==> config.mk <==
export PLATFORM = sky130hd
export DESIGN_NAME = stepped_clock_generator
export DESIGN_NICKNAME = d
export VERILOG_FILES = /design/src/rtl/scg_pkg.sv /design/src/rtl/stepped_clock_generator.sv
export SDC_FILE = /design/constraint.sdc
export NUM_CORES = 1
export LEC_CHECK = 0
export BUFFER_PORTS_ARGS = -buffer_cell sky130_fd_sc_hd__buf_4
export CORE_UTILIZATION = 58
export CTS_BUF_LIST = sky130_fd_sc_hd__clkbuf_8
export DETAILED_ROUTE_END_ITERATION = 16
export MAX_ROUTING_LAYER = met4
export PLACE_DENSITY = 0.79
export RECOVER_POWER = 50
export SETUP_SLACK_MARGIN = 0.4
export SLEW_MARGIN = 0
export SYNTH_ARGS = -nofsm -noshare
export SYNTH_HDL_FRONTEND = slang
export SYNTH_SLANG_ARGS = --single-unit
==> constraint.sdc <==
create_clock -name clk -period 4.45 [get_ports clk]
set_input_delay 0.445 -clock clk [delete_from_list [all_inputs] [get_ports clk]]
set_output_delay 0.445 -clock clk [all_outputs]
set_load 0.01 [all_outputs]
==> src/rtl/scg_pkg.sv <==
// scg_pkg: shared types and constants for the stepped clock generator
// word layouts, register indexes and register reset values
// no dependencies
`default_nettype none

package scg_pkg;

    localparam int NUM_MODES = 5;
    localparam int MODE_W    = 3;
    localparam int LED_W     = 5;
    localparam int NUM_PER   = 4;

    localparam logic [MODE_W-1:0] STEP_MODE = MODE_W'(NUM_MODES - 1);

    localparam int DIV_W   = 11;
    localparam int PCNT_W  = 10;
    localparam int PER_W   = 16;
    localparam int PULSE_W = 8;
    localparam int HOLD_W  = 20;

    localparam int CFG_IDX_W  = 3;
    localparam int CFG_DATA_W = 20;

    localparam int IN_DATA_W  = 8;
    localparam int OUT_DATA_W = 8;

    localparam logic [CFG_IDX_W-1:0] REG_PRESCALE_DIV = 3'd0;
    localparam logic [CFG_IDX_W-1:0] REG_PERIOD_0     = 3'd1;
    localparam logic [CFG_IDX_W-1:0] REG_PERIOD_1     = 3'd2;
    localparam logic [CFG_IDX_W-1:0] REG_PERIOD_2     = 3'd3;
    localparam logic [CFG_IDX_W-1:0] REG_PERIOD_3     = 3'd4;
    localparam logic [CFG_IDX_W-1:0] REG_PULSE_WIDTH  = 3'd5;
    localparam logic [CFG_IDX_W-1:0] REG_STEP_HOLD    = 3'd6;

    localparam logic [DIV_W-1:0]   DIV_MAX         = 11'd1024;
    localparam logic [DIV_W-1:0]   RST_PRESCALE    = 11'd1024;
    localparam logic [PER_W-1:0]   RST_PERIOD_0    = 16'd977;
    localparam logic [PER_W-1:0]   RST_PERIOD_1    = 16'd1465;
    localparam logic [PER_W-1:0]   RST_PERIOD_2    = 16'd1953;
    localparam logic [PER_W-1:0]   RST_PERIOD_3    = 16'd2441;
    localparam logic [PULSE_W-1:0] RST_PULSE_WIDTH = 8'd20;
    localparam logic [HOLD_W-1:0]  RST_STEP_HOLD   = 20'd500000;

    // input word, lowest bit first: toggle_press, select_press, step_press, pad
    typedef struct packed {
        logic [4:0] pad;
        logic       step_press;
        logic       select_press;
        logic       toggle_press;
    } in_word_t;

    // output word, lowest bit first: clock_out, pulse_out, mode_leds, running
    typedef struct packed {
        logic             running;
        logic [LED_W-1:0] mode_leds;
        logic             pulse_out;
        logic             clock_out;
    } out_word_t;

endpackage

`default_nettype wire

==> src/rtl/stepped_clock_generator.sv <==
// stepped_clock_generator: slow clock generator with run, mode select and manual step
// uses scg_pkg for word layouts, register indexes and reset values
`default_nettype none

// One input word stands for one base clock cycle and carries the three button
// flags; one output word comes back per input word with the clock level, the
// pulse, the one-hot mode leds and the run flag. All state is updated from the
// accepted word, and the result is held in one output register, so a word is
// taken every cycle while the output side is ready. Registers are written
// through the cfg port, which is always ready, and should only be written while
// no word is in flight.
module stepped_clock_generator
(
    input  wire logic                              clk,
    input  wire logic                              rst_n,
    input  wire logic                              s_tvalid,
    output logic                                   s_tready,
    input  wire logic [scg_pkg::IN_DATA_W-1:0]     s_tdata,   // toggle_press, select_press, step_press
    output logic                                   m_tvalid,
    input  wire logic                              m_tready,
    output logic [scg_pkg::OUT_DATA_W-1:0]         m_tdata,   // clock_out, pulse_out, mode_leds[4:0], running
    input  wire logic                              cfg_valid,
    output logic                                   cfg_ready,
    input  wire logic [scg_pkg::CFG_IDX_W-1:0]     cfg_index,
    input  wire logic [scg_pkg::CFG_DATA_W-1:0]    cfg_data
);

    logic [scg_pkg::DIV_W-1:0]   div_reg;
    logic [scg_pkg::PER_W-1:0]   period_reg [scg_pkg::NUM_PER];
    logic [scg_pkg::PULSE_W-1:0] pwidth_reg;
    logic [scg_pkg::HOLD_W-1:0]  shold_reg;

    logic [scg_pkg::MODE_W-1:0]  mode_reg, mode_next;
    logic                        run_reg, run_next;
    logic [scg_pkg::PCNT_W-1:0]  pcnt_reg, pcnt_next;
    logic [scg_pkg::PER_W-1:0]   tick_reg, tick_next;
    logic                        level_reg, level_next;
    logic [scg_pkg::PULSE_W-1:0] pulse_reg, pulse_next;
    logic [scg_pkg::HOLD_W-1:0]  hold_reg, hold_next;

    logic                        out_valid_reg;
    scg_pkg::out_word_t          out_reg, out_next;

    scg_pkg::in_word_t           in_word;
    logic                        accept;
    logic                        step_fire;
    logic [scg_pkg::DIV_W-1:0]   eff_div;
    logic [scg_pkg::PULSE_W-1:0] eff_pulse;
    logic [scg_pkg::HOLD_W-1:0]  eff_hold;
    logic [scg_pkg::PER_W-1:0]   sel_period;
    logic [scg_pkg::MODE_W:0]    mode_inc;

    assign in_word   = scg_pkg::in_word_t'(s_tdata);
    assign s_tready  = !out_valid_reg || m_tready;
    assign accept    = s_tvalid && s_tready;
    assign cfg_ready = 1'b1;
    assign m_tvalid  = out_valid_reg;
    assign m_tdata   = out_reg;

    always_comb
    begin
        if (div_reg == '0)
            eff_div = scg_pkg::DIV_W'(1);
        else if (div_reg > scg_pkg::DIV_MAX)
            eff_div = scg_pkg::DIV_MAX;
        else
            eff_div = div_reg;
        eff_pulse = (pwidth_reg == '0) ? scg_pkg::PULSE_W'(1) : pwidth_reg;
        eff_hold  = (shold_reg == '0) ? scg_pkg::HOLD_W'(1) : shold_reg;
    end

    always_comb
    begin
        mode_next  = mode_reg;
        run_next   = run_reg;
        pcnt_next  = pcnt_reg;
        tick_next  = tick_reg;
        level_next = level_reg;
        pulse_next = (pulse_reg != '0) ? pulse_reg - scg_pkg::PULSE_W'(1) : pulse_reg;
        hold_next  = (hold_reg != '0) ? hold_reg - scg_pkg::HOLD_W'(1) : hold_reg;

        if (in_word.toggle_press && mode_reg != scg_pkg::STEP_MODE)
        begin
            run_next   = !run_reg;
            level_next = 1'b0;
            if (!run_reg)
                hold_next = '0;
        end

        step_fire = in_word.step_press && !run_next && mode_reg == scg_pkg::STEP_MODE
                    && hold_next == '0;

        mode_inc = {1'b0, mode_reg} + (scg_pkg::MODE_W + 1)'(1);
        if (in_word.select_press && !run_next)
        begin
            if (mode_inc >= (scg_pkg::MODE_W + 1)'(scg_pkg::NUM_MODES))
                mode_next = '0;
            else
                mode_next = mode_inc[scg_pkg::MODE_W-1:0];
        end

        if (step_fire)
        begin
            hold_next  = eff_hold;
            pulse_next = eff_pulse;
        end

        if (mode_next < scg_pkg::MODE_W'(scg_pkg::NUM_PER))
            sel_period = period_reg[mode_next[1:0]];
        else
            sel_period = period_reg[scg_pkg::NUM_PER-1];

        if (run_next)
        begin
            if ({1'b0, pcnt_reg} + scg_pkg::DIV_W'(1) >= eff_div)
            begin
                pcnt_next = '0;
                if (tick_reg == sel_period)
                begin
                    tick_next  = '0;
                    level_next = !level_next;
                    pulse_next = eff_pulse;
                end
                else
                begin
                    tick_next = tick_reg + scg_pkg::PER_W'(1);
                end
            end
            else
            begin
                pcnt_next = pcnt_reg + scg_pkg::PCNT_W'(1);
            end
        end
        else
        begin
            level_next = (hold_next != '0);
        end

        out_next.clock_out = level_next;
        out_next.pulse_out = (pulse_next != '0);
        out_next.running   = run_next;
        if (mode_next < scg_pkg::MODE_W'(scg_pkg::LED_W))
            out_next.mode_leds = scg_pkg::LED_W'(1) << mode_next;
        else
            out_next.mode_leds = '0;
    end

    // configuration registers
    always_ff @(posedge clk or negedge rst_n)
    begin
        if (!rst_n)
        begin
            div_reg       <= scg_pkg::RST_PRESCALE;
            period_reg[0] <= scg_pkg::RST_PERIOD_0;
            period_reg[1] <= scg_pkg::RST_PERIOD_1;
            period_reg[2] <= scg_pkg::RST_PERIOD_2;
            period_reg[3] <= scg_pkg::RST_PERIOD_3;
            pwidth_reg    <= scg_pkg::RST_PULSE_WIDTH;
            shold_reg     <= scg_pkg::RST_STEP_HOLD;
        end
        else if (cfg_valid && cfg_ready)
        begin
            case (cfg_index)
                scg_pkg::REG_PRESCALE_DIV: div_reg       <= cfg_data[scg_pkg::DIV_W-1:0];
                scg_pkg::REG_PERIOD_0:     period_reg[0] <= cfg_data[scg_pkg::PER_W-1:0];
                scg_pkg::REG_PERIOD_1:     period_reg[1] <= cfg_data[scg_pkg::PER_W-1:0];
                scg_pkg::REG_PERIOD_2:     period_reg[2] <= cfg_data[scg_pkg::PER_W-1:0];
                scg_pkg::REG_PERIOD_3:     period_reg[3] <= cfg_data[scg_pkg::PER_W-1:0];
                scg_pkg::REG_PULSE_WIDTH:  pwidth_reg    <= cfg_data[scg_pkg::PULSE_W-1:0];
                scg_pkg::REG_STEP_HOLD:    shold_reg     <= cfg_data[scg_pkg::HOLD_W-1:0];
                default:                   ;
            endcase
        end
    end

    // generator state, advanced once per accepted word
    always_ff @(posedge clk or negedge rst_n)
    begin
        if (!rst_n)
        begin
            mode_reg  <= '0;
            run_reg   <= 1'b0;
            pcnt_reg  <= '0;
            tick_reg  <= '0;
            level_reg <= 1'b0;
            pulse_reg <= '0;
            hold_reg  <= '0;
        end
        else if (accept)
        begin
            mode_reg  <= mode_next;
            run_reg   <= run_next;
            pcnt_reg  <= pcnt_next;
            tick_reg  <= tick_next;
            level_reg <= level_next;
            pulse_reg <= pulse_next;
            hold_reg  <= hold_next;
        end
    end

    // output register
    always_ff @(posedge clk or negedge rst_n)
    begin
        if (!rst_n)
            out_valid_reg <= 1'b0;
        else if (s_tready)
            out_valid_reg <= s_tvalid;
    end

    always_ff @(posedge clk)
    begin
        if (accept)
            out_reg <= out_next;
    end

`ifndef SYNTH
    a_mode_range: assert property (@(posedge clk) disable iff (!rst_n)
        mode_reg < scg_pkg::MODE_W'(scg_pkg::NUM_MODES))
        else $error("mode out of range");

    a_no_hold_running: assert property (@(posedge clk) disable iff (!rst_n)
        run_reg |-> hold_reg == '0)
        else $error("hold active while running");

    a_state_frozen: assert property (@(posedge clk) disable iff (!rst_n)
        !accept |=> $stable(mode_reg) && $stable(run_reg) && $stable(hold_reg)
                    && $stable(pulse_reg))
        else $error("state moved without an accepted word");

    a_run_matches: assert property (@(posedge clk) disable iff (!rst_n)
        m_tvalid |-> out_reg.running == run_reg)
        else $error("running flag out of step with state");

    a_stopped_level: assert property (@(posedge clk) disable iff (!rst_n)
        (m_tvalid && !run_reg) |-> out_reg.clock_out == (hold_reg != '0))
        else $error("stopped clock level disagrees with hold");
`endif

endmodule

`default_nettype wire
* Yosys cells after proc, flatten, opt, wreduce, memory -nomap -nowiden
Cells that the tools add are included.
** Cells by class
- $lt $le $gt $ge :: 6
- Bitwise gates (word level) :: 1
- Shift-type cells :: 1
- $add $sub $neg :: 6
- Equality and inequality tests :: 9
- Multiplexer cells :: 26
- Reductions and logical operators :: 29
** Operators by type and width (count)
- two-way mux 20 bit :: 5
- two-way mux 16 bit :: 4
- two-way mux 8 bit :: 6
- zero test 20 bit :: 2
- nonzero test 20 bit :: 2
- binary-select mux 16 bit (select 2 bit) :: 1
- two-way mux 11 bit :: 2
- subtractor 20 x 1 -> 20 bit, second input constant :: 1
- adder 16 x 1 -> 16 bit, second input constant :: 1
- equality test 16 bit :: 1
- AND reduction 2 bit :: 8
- nonzero test 8 bit :: 2
- equality test 3 bit, second input constant :: 4
- adder 10 x 1 -> 11 bit, second input constant :: 1
- >= comparator 11 bit :: 1
- greater-than comparator 11 bit, second input constant :: 1
- zero test 11 bit :: 1
- adder 10 x 1 -> 10 bit, second input constant :: 1
- two-way mux 10 bit :: 1
- zero test 8 bit :: 1
- subtractor 8 x 1 -> 8 bit, second input constant :: 1
- equality test 3 x 2 -> 1 bit, second input constant :: 2
- logical AND 1 bit :: 6
- less-than comparator 3 bit, second input constant :: 2
- 13 further kinds :: 21
** Word-level totals
- Bits of input ports :: 36
- Output and inout port bits :: 11
- Register bits :: 171

* Logic depth before layout (Yosys ltp)
Gate-level depths: netlist (run 1).
- Word-level depth :: 16
- Mapped depth :: 22
- Mapped depth without buffers :: 15

* Worst setup path after synthesis (run 1)
OpenSTA, ideal clock, no wires.
- Kind :: register to register
- Start :: register mode_reg[0] (netlist bit)
- End :: register pulse_reg[0] (netlist bit)
- Setup slack :: -0.350 ns
- Cell stages (with the launch flop) :: 19
- Path buffers :: 4
- Period minus slack after synthesis :: 4.800 ns
- Arrival time :: 4.651 ns
- Cell sequence :: dfrtp_1 -> inv_1 -> clkbuf_1 -> clkbuf_1 -> ha_1 -> a21boi_2 -> xnor2_2 -> inv_2 -> o31a_1 -> a31o_1 -> buf_2 -> o32ai_1 -> nor3_1 -> or4b_1 -> or4_4 -> o41ai_4 -> buf_6 -> mux2i_1 -> o221ai_1
** Between the ends
- Cells in the longest elaborated chain, start to end :: 15
- Elaborated cells on any way between the ends :: 26
- Classes of those cells :: add/sub: 1; order compare: 2; eq/ne: 3; mux: 12; bitwise: 1; reduce/logical: 7
** Ends and longest elaborated chain
- start: declaration :: line stepped_clock_generator.sv:33 : logic [scg_pkg::MODE_W-1:0] mode_reg, mode_next;
- start signal: assignment :: line stepped_clock_generator.sv:191 : mode_reg <= mode_next;
- parallel branches: the longest is 14 deep, another holds adder 3 x 1 -> 4 bit
- two-way mux 8 bit * :: line stepped_clock_generator.sv:113 : if (run_next)
- end signal: assignment :: line stepped_clock_generator.sv:196 : pulse_reg <= pulse_next;
- end: declaration :: line stepped_clock_generator.sv:38 : logic [scg_pkg::PULSE_W-1:0] pulse_reg, pulse_next;
Mark *: on every way between the ends. The select of a mux whose other input is x is not followed.
A chain may end at the register's enable or synchronous reset.

* Worst setup path after layout (run 1)
- Start :: register mode_reg[0] (netlist bit)
- End :: register out_reg (netlist bit m_tdata[0]) (data pin)
** Between the ends
- Cells in the longest elaborated chain, start to end :: 15
- Elaborated cells on any way between the ends :: 29
- Classes of those cells :: add/sub: 1; order compare: 2; eq/ne: 3; mux: 13; bitwise: 1; reduce/logical: 9
** Ends and longest elaborated chain
- parallel branches: the longest is 14 deep, another holds adder 3 x 1 -> 4 bit
- two-way mux 1 bit * :: line stepped_clock_generator.sv:113
- net level_next :: line stepped_clock_generator.sv:37 : logic level_reg, level_next;
- end signal: assignment :: line stepped_clock_generator.sv:213 : out_reg <= out_next;
- end: declaration :: line stepped_clock_generator.sv:42 : scg_pkg::out_word_t out_reg, out_next;
Mark *: on every way through the listed nets, which the timed path passes. The select of a mux whose other input is x is not followed.

==> qor.csv, run 1 <==
stage,metric,value,unit
placement,gp_congestion,0.932,
floorplanning,design.core.area,0.0160,mm2
logic_synthesis,synth_edf_count,8,
final_layout,ff_latch_area,0.00436,mm2
final_layout,drive_gt1_frac,0.289,
grt,use_met3,0.0586,
logic_synthesis,synthMostInstantiatedCell,dfrtp_1,
pwr,power.density,622,mW/mm2
floorplanning,initial_utilization,0.597,
timing,setup_viol,0,
placement,dpl.hpwl,15.9,mm
drt,drtIter0Drc,773,
logic_synthesis,syn_nets,1013,
final_layout,syn_to_final_growth,15.4,%
grt,grt_pass1_vias,7328,
placement,portBuffers,40,
logic_synthesis,postSynth.asyncResetShare,0.953,
drt,drt-wirelength-per-cell,19.5,um
clock_tree,cts_root_buf,clkbuf_8,
drt,viasPerCell,6.47,
logic_synthesis,avgSynthCellArea,9.98,um2
setup_path,critical_path.max_fanout,6,
pwr,p_leak,0.00448,uW
timing,hold_viol,0,
timing,fin_setup_tns,0,ns
timing,timing.fmax,239,MHz
floorplanning,die_height,130,um
clock_tree,htreeDepth,4,
grt,overflow,0,
logic_synthesis,yosys-top-cells-count,"dfrtp_1 (129), mux2_2 (103), nand2_1 (81)",
grt,grt.met2_usage,0.457,
timing,max_slew_margin,-0.810,
final_layout,multiInputGateArea,0.00511,mm2
drt,postRouteAntennaNets,0,
setup_path,crit_path_frequent_cell,buf_4,
timing,min_period,4.19,ns
logic_synthesis,ys_warn_count,0,
logic_synthesis,syn_area,0.00955,mm2
clock_tree,path_clk_slew,0.08,ns
grt,track_usage,0.309,
final_layout,n_fill_cell,1206,
clock_tree,cts.sinks,171,
clock_tree,cts_buffers,17,
timing,worst_pin_slew,2.72,ns
setup_path,end_kind,flop,
job,max_cap_violations,1,
pwr,ir_worst_vdd,0.383,mV
status,outcome,finished with violations,
clock_tree,cts_tree,built,
drt,drc,0,
logic_synthesis,ys_seq_elements,171,
final_layout,antennaDiodeCount,0,
floorplanning,die_area,0.0170,mm2
pwr,total_power,6860,uW
setup_path,required,4.65,ns
clock_tree,cts.path.max_buffers,2,
timing,rsz0062_at_grt,yes,
clock_tree,clk_latency,0.48,ns
logic_synthesis,yosysTopAreaCellShare,0.338,
setup_path,critPathTopFamily,simple AND/OR/NAND/NOR gates,
logic_synthesis,yosysTopAreaCell,dfrtp_1,
logic_synthesis,ys_seq_area_frac,0.457,
timing,slew_viol_final,111,
floorplanning,die_w,130,um
grt,grt_util_met1,0.422,
setup_path,worstPathArrival,4.39,ns
setup_path,critPathLaunchType,flop,
timing,fin_crit_sh,0.941,
setup_path,crit_type,flop to flop,
min_path,hold_class,input port to flop,
grt,grt_pass1_wl,38.5,mm
setup_path,cp_cell_sequence,inv_2 > ha_4 > a21boi_4 > xnor2_4 > inv_4 > o31a_1 > a31o_4 > buf_4 > nor3_2 > nor3_1 > or4b_1 > or4_4 > buf_6 > nor4_4 > buf_4 > xnor2_2 > a31oi_2,
logic_synthesis,syn_inst,957,
drt,vias,8033,
setup_path,critPathMaxStageDelay,0.57,ns
logic_synthesis,synth_area_leaders,"dfrtp_1 (34%), mux2_2 (12%), dfstp_2 (9.4%)",
status,violations,"capacitance limit, slew limit",
final_layout,nets,1068,
final_layout,largest_reg_flops,64,
setup_path,worst_path_max_delay_cell,or4_4,
drt,drt_first_pass_iters,7,
drt,wl,24.2,mm
logic_synthesis,synth-main-ff-cell,dfrtp_1,
logic_synthesis,yosysUniqueCellTypes,67,
grt,antenna_found_initial,0,
grt,grt_max_degree,111,
floorplanning,rows,46,
timing,fin_worst_skew,0.0121,ns
floorplanning,ios,47,
grt,busiest_layer,met2,
setup_path,path_buf_inv,5,
-- timing repair --
| item | CTS | global route |
|---|---|---|
| hold buffers | 0 | 0 |
| pin swaps | 14 | 10 |
| buffers inserted | 17 | 6 |
| gates cloned | 0 | 0 |
| resized for setup | 30 | 16 |
| setup endpoints to repair | 27 | 36 |
-- path summary, 6_finish.rpt --
| kind | from | to | slack, ns | cells after the start |
|---|---|---|---|---|
| hold reg to reg | hold_reg[1] | hold_reg[1] | 0.51 | 2 |
| setup / recovery | mode_reg[0] | m_tdata[0] | 0.26 | 17 |
| setup reg to reg | mode_reg[0] | m_tdata[0] | 0.26 | 17 |
| hold / removal | s_tvalid | m_tvalid | 0.17 | 2 |
| max in group asynchronous | rst_n | pcnt_reg[5] | 1.28 | 2 |
| min in group asynchronous | rst_n | mode_reg[1] | 0.79 | 1 |
-- through the flow --
stage / area [um2] / hold slack (ns) / std cells / setup WS [ns] / util
final: 11000 / 0.169 / 1241 / 0.263 / 0.689
after global routing: 11000 / 0.179 / 1241 / 0.114 / 0.689
after CTS: 10900 / 0.128 / 1235 / 0.339 / 0.684
after detailed placement: 10300 / 0.496 / 1186 / 0.147 / 0.641
after global placement: 10300 / 0.483 / 1186 / 0.172 / 0.641
after floorplan: 9650 / 0.149 / 957 / 0.180 / -
-- power breakdown --
group	leakage [uW]	internal, uW	switching (uW)
logic	0.00224	1470	1870
clock network	0.000217	596	575
registers	0.00202	1990	365
-- placed cells by master, fill, tap and decap left out, types with 7 or more instances in the layout --
cell type	instances
mux2_2	103
inv_1	19
buf_4	77
dfrtp_1	129
ha_1	18
clkbuf_1	7
nor2_1	56
nand2_1	80
nor3_1	40
nor4_1	27
a21oi_1	37
a31oi_1	15
xor2_1	9
o21ai_0	75
or3_1	7
o21a_1	7
nand3_1	32
a32oi_1	11
edfxtp_1	8
dfstp_2	33
clkbuf_8	20
nand2b_1	8
xnor2_1	32
mux2i_1	7
o32ai_1	10
and3_1	12
nand4_1	14
or4_1	8
-- layer usage --
metal | routed length (um) | part of all wire
met4 | 765 | 0.032
met1 | 10600 | 0.44
met5 | 0 | 0
met3 | 1590 | 0.066
met2 | 11200 | 0.46
-- logic make-up after synthesis --
group / synth area share
mux: 0.129
compound gates: 0.149
flops: 0.457
buf+inv: 0.0341
xor+xnor: 0.0411
other cells: 0.000393
fa+ha+maj: 0.0262
simple gates: 0.164
-- layout make-up --
type	count	area share
Clock buffer	20	0.0250
Clock inverter	12	0.0135
Inverter	20	0.00703
Multi-Input combinational cell	705	0.464
Sequential cell	171	0.396
Tap cell	216	0.0245
Timing Repair Buffer	97	0.0709
-- worst register-to-register path, delay by kind of cell, from the launching register on --
kind,cells,cell delay [ns]
and+or+nand+nor,5,1.54
AOI/OAI and AO/OA,4,0.85
buffers and inverters,5,0.64
DFF,1,0.41
xor gates and xnor gates,2,0.29
adders and majority gates,1,0.18
No activity file was read; power rests on OpenSTA's default activity.
==> run 2: changes to the inputs <==
--- a/config.mk
+++ b/config.mk
@@ -10,7 +10,7 @@
 export CTS_BUF_LIST = sky130_fd_sc_hd__clkbuf_8
 export DETAILED_ROUTE_END_ITERATION = 16
 export MAX_ROUTING_LAYER = met4
-export PLACE_DENSITY = 0.79
+export PLACE_DENSITY = 0.89
 export RECOVER_POWER = 50
 export SETUP_SLACK_MARGIN = 0.4
 export SLEW_MARGIN = 0
==> run 2 against run 1 <==
  * The run still ends with capacitance limit, slew limit left
  * Routed wire length rose by 6.0%
  * Critical endpoint is now pulse_reg[2]
  * Final cell count rose by 0.16%
  * Core utilization down 0.50 points
  * Critical path depth unchanged
  * Worst hold slack better by 0.030 ns
  * Sequential share of layout area is 0.29 points higher
  * Die area stayed put
  * Critical path type unchanged
  * Clock power decreased by 15%
  * Via count rose by 4.7%
==> qor.csv, run 2 (synthesized netlist as in run 1, its figures left out) <==
stage,metric,value,unit,change
setup_path,cp_cell_sequence,inv_2 > ha_4 > a21boi_4 > xnor2_4 > inv_2 > o31a_1 > a31o_4 > buf_8 > o32ai_4 > nor3_1 > or4b_1 > or4_4 > o41ai_4 > buf_12 > buf_6 > o21ai_0 > a311o_1,,
final_layout,final_common_cell,dfrtp_1,,
timing,fin_worst_skew,0.0178,ns,+0.00577 ns
pwr,p_int,3840,uW,-5.2%
floorplanning,die_w,130,um,unchanged
drt,postRouteAntennaNets,0,,unchanged
setup_path,critPathTopFamily,compound AO/OA/AOI/OAI gates,,
floorplanning,ios,47,,unchanged
drt,drc,0,,unchanged
clock_tree,cts_tree,built,,
pwr,combPwrFrac,0.501,,+0.014
floorplanning,rows,46,,unchanged
floorplanning,design.core.area,0.0160,mm2,unchanged
timing,rsz0062_at_grt,yes,,
drt,drt-met1-wl,10.2,mm,-4.1%
setup_path,path_buf_inv,5,,unchanged
min_path,min_to,m_tvalid,,
timing,timing.fmax,232,MHz,-2.8%
clock_tree,cts.path.max_buffers,2,,unchanged
timing,slew_viol_final,132,,+19%
grt,track_usage,0.321,,+0.0116
grt,overflow,0,,unchanged
placement,dp_cells,1186,,unchanged
final_layout,largest_reg_flops,64,,unchanged
grt,grt_pass1_vias,8046,,+9.8%
floorplanning,initial_utilization,0.597,,unchanged
final_layout,final_cell_mix,"dfrtp_1 (129), mux2_2 (103), nand2_1 (81), buf_4 (81), o21ai_0 (75)",,
clock_tree,cts.sinks,171,,unchanged
setup_path,rrSetupSlack,0.14,ns,-0.12 ns
final_layout,nets,1070,,+0.19%
pwr,pwr-share-seq,0.351,,+0.008
setup_path,worstPathArrival,4.66,ns,+0.27 ns
placement,portBuffers,40,,unchanged
setup_path,r2r_start,mode_reg[1],,
drt,wl_met2,12.2,mm,+8.3%
timing,setup_viol,0,,unchanged
grt,grt_pass1_wl,40.4,mm,+5.0%
setup_path,critPathMaxStageDelay,0.57,ns,about the same
drt,vias,8407,,+4.7%
drt,route.met3.wl,2.28,mm,+44%
final_layout,drive_gt1_frac,0.292,,+0.00333
grt,grt_max_degree,104,,-6.3%
pwr,ir_worst_vdd,0.346,mV,-9.4%
setup_path,critPathLaunchType,flop,,
floorplanning,die_height,130,um,unchanged
grt,antenna_found_initial,0,,unchanged
timing,min_period,4.31,ns,+0.119 ns
setup_path,crit_type,flop to flop,,
final_layout,antennaDiodeCount,0,,unchanged
pwr,sw_frac_of_total,0.431,,+0.0214
setup_path,critical_path.max_fanout,6,,unchanged
status,violations,"capacitance limit, slew limit",,
status,outcome,finished with violations,,
drt,drt-wirelength-per-cell,20.6,um,+5.8%
timing,hold_viol,0,,unchanged
clock_tree,htreeDepth,4,,unchanged
setup_path,crit_path_frequent_cell,inv_2,,
clock_tree,path_clk_slew,0.10,ns,+0.02 ns
setup_path,end_kind,flop,,
min_path,worstHoldStart,s_tvalid,,
pwr,switchingPower,2910,uW,+3.5%
drt,viasPerCell,6.76,,+4.5%
clock_tree,cts_buffers,17,,unchanged
setup_path,worst_path_max_delay_cell,or4_4,,
pwr,power.density,617,mW/mm2,-0.87%
clock_tree,hold_buffers,0,,unchanged
min_path,hold_class,input port to flop,,
floorplanning,die_area,0.0170,mm2,unchanged
timing,fin_crit_sh,0.968,,+0.0267
placement,dpl.hpwl,16.2,mm,+1.7%
timing,fin_setup_tns,0,ns,unchanged
clock_tree,clk_latency,0.47,ns,about the same
setup_path,crit_path_start,mode_reg[1],,
job,max_cap_violations,2,,+1
drt,maxUsedRoutingLayer,met4,,
final_layout,finalNonFillerCells,1243,,+0.16%
placement,gp_congestion,0.924,,-0.84%
timing,max_slew_margin,-0.711,,+0.0989
setup_path,reg2regPathDepth,17,,unchanged
min_path,holdPathStages,2,,unchanged
setup_path,r2r-end,pulse_reg[2],,
pwr,p_leak,0.00445,uW,-0.82%
clock_tree,cts_root_buf,clkbuf_8,,
setup_path,required,4.80,ns,+0.15 ns
drt,drtIter0Drc,1068,,+38%
drt,drt_first_pass_iters,6,,-1
pwr,p_clk_frac,0.148,,-0.023
final_layout,syn_to_final_growth,14.6,%,
drt,wl,25.7,mm,+6.0%
final_layout,n_fill_cell,1117,,-7.4%
timing,worst_pin_slew,2.57,ns,-0.148 ns
run 2: cell count changes in the layout (fill, tap and decap cells not counted), sizes merged:
cell,previous run,this run
buf,89,90
clkinv,6,8
clkbuf,28,27
bufinv,3,0
clkinvlp,2,3
inv,21,23
run 2: power groups by stage:
| stage | sequential [uW] | clock [uW] | combinational [uW] |
|---|---|---|---|
| final | 2370 | 1000 | 3380 |
| after global routing | 2410 | 1060 | 3650 |
| after CTS | 2340 | 1000 | 3110 |
| after detailed placement | 2360 | 0 | 2900 |
| after global placement | 2340 | 0 | 2790 |
| after floorplan | 2240 | 0 | 2210 |
run 2: area by class of cell:
type                            instances  area [um2]  share of cell area
Inverter                               20        75.1             0.00686
Clock buffer                           18         248              0.0226
Tap cell                              216         270              0.0247
Multi-Input combinational cell        705        5130               0.468
Sequential cell                       171        4360               0.398
Clock inverter                         14        98.8             0.00903
Timing Repair Buffer                   99         767              0.0701
run 2: per-layer routing:
layer / up-vias / global-route usage
li1: 3658 / -
met1: 4121 / 0.402
met2: 516 / 0.494
met3: 112 / 0.0701
met4: 0 / 0.158
met5: - / -
run 2: through the flow:
stage,worst slack (ns),total power [uW],cell area (um2),hold slack (ns),utilization
6_report,0.144,6750,10900,0.200,0.684
5_1_grt,0.0241,7130,10900,0.192,0.684
4_1_cts,0.238,6450,10800,0.119,0.675
3_5_place_dp,0.148,5260,10200,0.494,0.639
3_3_place_gp,0.226,5130,10200,0.485,0.639
2_1_floorplan,0.180,4450,9650,0.149,-
run 2: how the worst max path moves through the flow:
stage | slack (ns) | depth (start not counted) | to
3_3_place_gp | 0.23 | 16 | pulse_reg[2]
5_1_grt | 0.02 | 18 | pulse_reg[2]
4_1_cts | 0.24 | 17 | pulse_reg[3]
6_report | 0.14 | 17 | pulse_reg[2]
2_1_floorplan | 0.18 | 18 | pulse_reg[0]
3_5_place_dp | 0.15 | 16 | pulse_reg[2]
run 2: what timing repair did:
action                                  in CTS  in global routing
gates cloned                                 1                  1
buffers inserted                            15                  8
endpoints found under the setup margin      40                 46
pin swaps                                    9                  4
gates resized for setup                     20                 24
